[src/sv/sawtc_pkg.sv]
// ----------------------------------------------------------------------------
// sawtc_pkg
// Shared types and constants for the set-associative write-through cache.
// ----------------------------------------------------------------------------
package sawtc_pkg;

  localparam int DEF_LINE_BYTES = 64;
  localparam int DEF_NUM_SETS   = 128;
  localparam int DEF_NUM_WAYS   = 8;
  localparam int DEF_MEM_BYTES  = 65536;

  localparam logic [15:0] LFSR_TAPS = 16'hB400;
  localparam logic [15:0] SEED_ONE  = 16'h0001;

  localparam logic OP_READ  = 1'b0;
  localparam logic OP_WRITE = 1'b1;

  localparam logic [2:0] MAX_LEN = 3'd4;

  typedef struct packed {
    logic        op;
    logic [15:0] addr;
    logic [2:0]  len;
    logic [31:0] wdata;
  } req_t;

  typedef struct packed {
    logic [31:0] rdata;
    logic        hit;
  } rsp_t;

  typedef struct packed {
    logic clear;
    logic capture;
    logic update;
  } ctl_cmd_t;

  typedef struct packed {
    logic clear_last;
  } ctl_sts_t;

endpackage

[src/sv/sawtc_ctrl.sv]
// ----------------------------------------------------------------------------
// sawtc_ctrl
// Sequencer: memory clear after reset, capture, lookup, update, response.
// ----------------------------------------------------------------------------
module sawtc_ctrl (
  input  logic                clk,
  input  logic                rst,
  input  logic                in_valid,
  output logic                in_ready,
  output logic                out_valid,
  input  logic                out_ready,
  output sawtc_pkg::ctl_cmd_t cmd,
  input  sawtc_pkg::ctl_sts_t sts
);

  typedef enum logic [3:0] {
    S_CLEAR = 4'b0001,
    S_IDLE  = 4'b0010,
    S_LOOK  = 4'b0100,
    S_UPD   = 4'b1000
  } state_t;

  state_t state;
  state_t state_next;

  assign in_ready    = (state == S_IDLE) && !out_valid;
  assign cmd.clear   = (state == S_CLEAR);
  assign cmd.capture = in_valid && in_ready;
  assign cmd.update  = (state == S_UPD);

  always_comb begin
    state_next = state;
    unique case (state)
      S_CLEAR: if (sts.clear_last) state_next = S_IDLE;
      S_IDLE:  if (in_valid && in_ready) state_next = S_LOOK;
      S_LOOK:  state_next = S_UPD;
      S_UPD:   state_next = S_IDLE;
      default: state_next = S_CLEAR;
    endcase
  end

  always_ff @(posedge clk) begin
    if (rst) begin
      state     <= S_CLEAR;
      out_valid <= 1'b0;
    end else begin
      state <= state_next;
      if (state == S_UPD) begin
        out_valid <= 1'b1;
      end else if (out_ready) begin
        out_valid <= 1'b0;
      end
    end
  end

  a_accept_look: assert property (@(posedge clk) disable iff (rst)
    in_valid && in_ready |=> state == S_LOOK)
    else $error("accepted transaction did not start lookup");

  a_upd_resp: assert property (@(posedge clk) disable iff (rst)
    state == S_UPD |=> out_valid)
    else $error("update did not raise response");

  a_clear_hold: assert property (@(posedge clk) disable iff (rst)
    state == S_CLEAR && !sts.clear_last |=> state == S_CLEAR && !in_ready)
    else $error("clear pass ended early");

endmodule

[config.mk]
export PLATFORM = sky130hd
export DESIGN_NAME = sawtc_ctrl
export DESIGN_NICKNAME = d
export VERILOG_FILES = /design/src/sv/sawtc_pkg.sv /design/src/sv/sawtc_ctrl.sv
export SDC_FILE = /design/constraint.sdc
export NUM_CORES = 1
export LEC_CHECK = 0
export BUFFER_PORTS_ARGS = -buffer_cell sky130_fd_sc_hd__clkbuf_2
export CORE_AREA = 2 2 39 41
export CTS_CLUSTER_DIAMETER = 30
export CTS_CLUSTER_SIZE = 12
export DETAILED_ROUTE_END_ITERATION = 10
export DIE_AREA = 0 0 41 43
export MAX_ROUTING_LAYER = met4
export SYNTH_ARGS = -nofsm -noshare
export SYNTH_HDL_FRONTEND = slang
export SYNTH_SLANG_ARGS = --single-unit
[constraint.sdc]
create_clock -name clk -period 1.83 [get_ports clk]
set_input_delay 0.183 -clock clk [delete_from_list [all_inputs] [get_ports clk]]
set_output_delay 0.183 -clock clk [all_outputs]
set_load 0.01 [all_outputs]
==> results by group <==
Outcome
  – Outcome: finished, final reports clean

Layout
  – Share of post-route cells with drive strength above 1: 45.9%
  – Number of antenna cells inserted: 0
  – Final Net Count: 43
  – Post-route insts no fill: 53
  – Area growth from synthesis to layout: 38.6%
  – Filler Cell Count: 145

Power
  – Net Switching: 0.0829 mW
  – Ratio of total power to cell area: 969 nW/um2
  – Share of power burned in combinational logic: 19.4%
  – Power share of the clock group: 40.2%
  – Total Power: 0.318 mW
  – Reg power frac: 40.4%
  – Switching power share of the total: 26.1%
  – Internal Power: 0.235 mW
  – Cell leakage power: 0.156 nW
  – Worst voltage drop across the vdd grid: 0.361 mV

Global routing
  – Wire length of the first global-routing pass: 669 um
  – Antenna violations before repair: 0
  – Pin count of the biggest net entering global routing: 6
  – Global-route congestion overflow total: 0
  – Via count of the first global-routing pass: 180
  – Aggregate global-route resource usage: 6.69%

Placed design
  – Number of buffer cells added on primary ports: 9
  – Placer congestion estimate: 0.692
  – Placed wire-length estimate: 338 um
  – Cell total after placement: 49

STA
  – Fin crit period: 1.58 ns
  – Setup repair after global routing missed its margin: false
  – Count of endpoints failing setup in the final report: 0
  – Count of final hold-check violations: 0
  – Pin slew with the least headroom to its limit: 0.370 ns
  – TNS Setup: 0 ns
  – Skew final: 0.00259 ns
  – Worst slew slack as a fraction of its limit: 75.0%
  – Final slew viol count: 0
  – Peak Freq: 631 MHz
  – Share of the clock period used by the worst path after layout: 86.6%

Floorplanning
  – Placeable core region: 1380 um2
  – Top Ports: 10
  – Die area: 1760 um2
  – Die width: 41 um
  – Height of the die: 43 um
  – Std cell rows: 14
  – Initial cell density of the core: 17.1%

Clocking
  – Post-cts sizing count: 0
  – Sinks on Clock Net: 5
  – Root buf cell: sky130_fd_sc_hd__clkbuf_4
  – Number of buffers added to fix hold violations after cts: 0
  – Clock tree from TritonCTS: done
  – Clk Latency, worst-skew pair: 0.24 ns
  – Total number of H-tree levels: 1
  – Clock Pin Slew Worst Setup and Hold Paths: 0.05 ns
  – Clock buffers created by TritonCTS: 3
  – Post-CTS setup buffers: 0
  – Maximum buffer depth of the clock tree: 2

Critical path
  – Critical Path Source Type: flop
  – Type of the worst setup path: flop to primary output
  – Slowest cell delay on critical path: 0.58 ns
  – Worst-path cell with the longest stage delay: sky130_fd_sc_hd__or4b_4
  – Worst-path maximum fanout: 5
  – Cells along the critical path: or4b_4 -> nor2_1 -> clkbuf_2
  – Critical Path Sink Type: primary output
  – Data required time of the worst path: 1.65 ns
  – Crit path DAT: 1.40 ns

Synth
  – Sequential cell area fraction in the yosys report: 42.3%
  – Cell types with the largest area share after synthesis: sky130_fd_sc_hd__dfxtp_1 42%, sky130_fd_sc_hd__nor4b_1 7.4%, sky130_fd_sc_hd__nor2_1 6.3%
  – FF+latch count, synth: 5
  – Yosys top cell area share: 42.3%
  – Count of flip-flops with a built-in enable after synthesis: 0
  – Synth Net Count: 29
  – Most used standard cell by instance count after synthesis: sky130_fd_sc_hd__dfxtp_1
  – Number of warnings reported in the yosys synthesis log: 0
  – Dominant cell type by area after synthesis: sky130_fd_sc_hd__dfxtp_1
  – Cells after Synth: 24
  – Syn_area_per_cell: 9.85 um2
  – Fraction of registers with async set or reset after synthesis: 0%
  – Synth Cell Area: 236 um2
  – Most common library cells after synthesis: 5 x sky130_fd_sc_hd__dfxtp_1, 4 x sky130_fd_sc_hd__nor2_1, 2 x sky130_fd_sc_hd__inv_1, 2 x sky130_fd_sc_hd__nor4b_1
  – Most used flip-flop cell after synthesis: sky130_fd_sc_hd__dfxtp_1
  – Netlist cell types: 15

Routing
  – Total met3 wirelength after detailed routing: 33 um
  – Sum of routed wire segments on met1: 172 um
  – 1st-pass router iterations: 2
  – Routed len/inst: 8.32 um
  – Top routing layer used: met4
  – Via/cell ratio: 4.04
  – Number of DRC violations after detailed-routing iteration 0: 2
  – Total met2 wirelength after detailed routing: 224 um
  – Number of vias after detailed routing: 214
  – Overall routed net length: 441 um
  – Detail Route Antenna Nets: 0
  – Number of design rule violations left after detail routing: 0

Worst hold path
  – HP Class: input pin to flop

Job
  – Number of max-cap violations: 0
cells by family (layout without fill, tap and decap cells):
logic type	after synthesis	count (layout)	synth area share, %
compound gates	4	4	12.7
xor+xnor	1	1	3.70
buf+inv	2	15	3.18
flops	5	5	42.3
simple gates	12	12	38.1
power by group through the flow:
stage	clock network, mW	registers, mW	logic (mW)
5_1_grt	0.139	0.130	0.0681
3_5_place_dp	0	0.131	0.0619
3_3_place_gp	0	0.130	0.0626
6_report	0.128	0.128	0.0617
2_1_floorplan	0	0.128	0.0449
4_1_cts	0.134	0.128	0.0626
routing by layer:
layer	vias up	global-route usage, %
li1	113	-
met1	92	6.13
met2	7	8.75
met3	2	1.57
met4	0	10.0
met5	-	-
flip-flops by register name, indices dropped and copies added (netlist names):
name	flops
state	4
out_valid	1
through the flow:
stage | hold WS [ns] | utilization [%] | cell area [um2] | setup WS, ns
4_1_cts | 0.123 | 23.7 | 328 | 0.236
6_report | 0.135 | 23.7 | 328 | 0.246
5_1_grt | 0.132 | 23.7 | 328 | 0.191
3_5_place_dp | 0.385 | 21.8 | 302 | 0.496
3_3_place_gp | 0.383 | 21.8 | 302 | 0.500
2_1_floorplan | 0.255 | - | 236 | 0.543
final cells by class:
cell class | count | area (um2) | share of cell area [%]
multi-input cells | 17 | 129 | 39.3
well taps | 16 | 20.0 | 6.11
inverters | 2 | 7.51 | 2.29
repair buffers | 9 | 45.0 | 13.7
flip-flops and latches | 5 | 100 | 30.5
clock buffers | 4 | 26.3 | 8.02
layout by cell type, fill, tap and decap left out:
cell / netlist / final
sky130_fd_sc_hd__inv_1: 2 / 2
sky130_fd_sc_hd__clkbuf_4: 0 / 3
sky130_fd_sc_hd__dfxtp_1: 5 / 5
sky130_fd_sc_hd__a31o_2: 1 / 1
sky130_fd_sc_hd__or3_1: 1 / 1
sky130_fd_sc_hd__nor3_1: 1 / 1
sky130_fd_sc_hd__a21oi_2: 1 / 1
sky130_fd_sc_hd__or4b_1: 1 / 1
sky130_fd_sc_hd__clkbuf_1: 0 / 1
sky130_fd_sc_hd__or4b_4: 1 / 1
sky130_fd_sc_hd__clkbuf_2: 0 / 9
sky130_fd_sc_hd__nor4b_1: 2 / 2
sky130_fd_sc_hd__a21o_1: 1 / 1
sky130_fd_sc_hd__nand2b_4: 1 / 1
sky130_fd_sc_hd__xnor2_1: 1 / 1
sky130_fd_sc_hd__a21oi_1: 1 / 1
sky130_fd_sc_hd__nor2_1: 4 / 4
sky130_fd_sc_hd__or2b_2: 1 / 1
worst max-delay path: cells and delay by family, from the launching register on:
kind | cells | cell delay (ns)
flops | 1 | 0.33
buf+inv | 1 | 0.13
simple gates | 2 | 0.70
final timing paths:
path	end	startpoint	slack (ns)	cells after the start
max	cmd[1]	state[2]$_SDFFE_PP0P_	0.25	3
min	state[3]$_SDFFE_PP0P_	rst	0.13	2
min reg2reg	out_valid$_SDFFE_PP0P_	out_valid$_SDFFE_PP0P_	0.56	2
max reg2reg	state[1]$_SDFFE_PP0P_	state[2]$_SDFFE_PP0P_	0.58	3
Power figures use the tool's default switching activity.
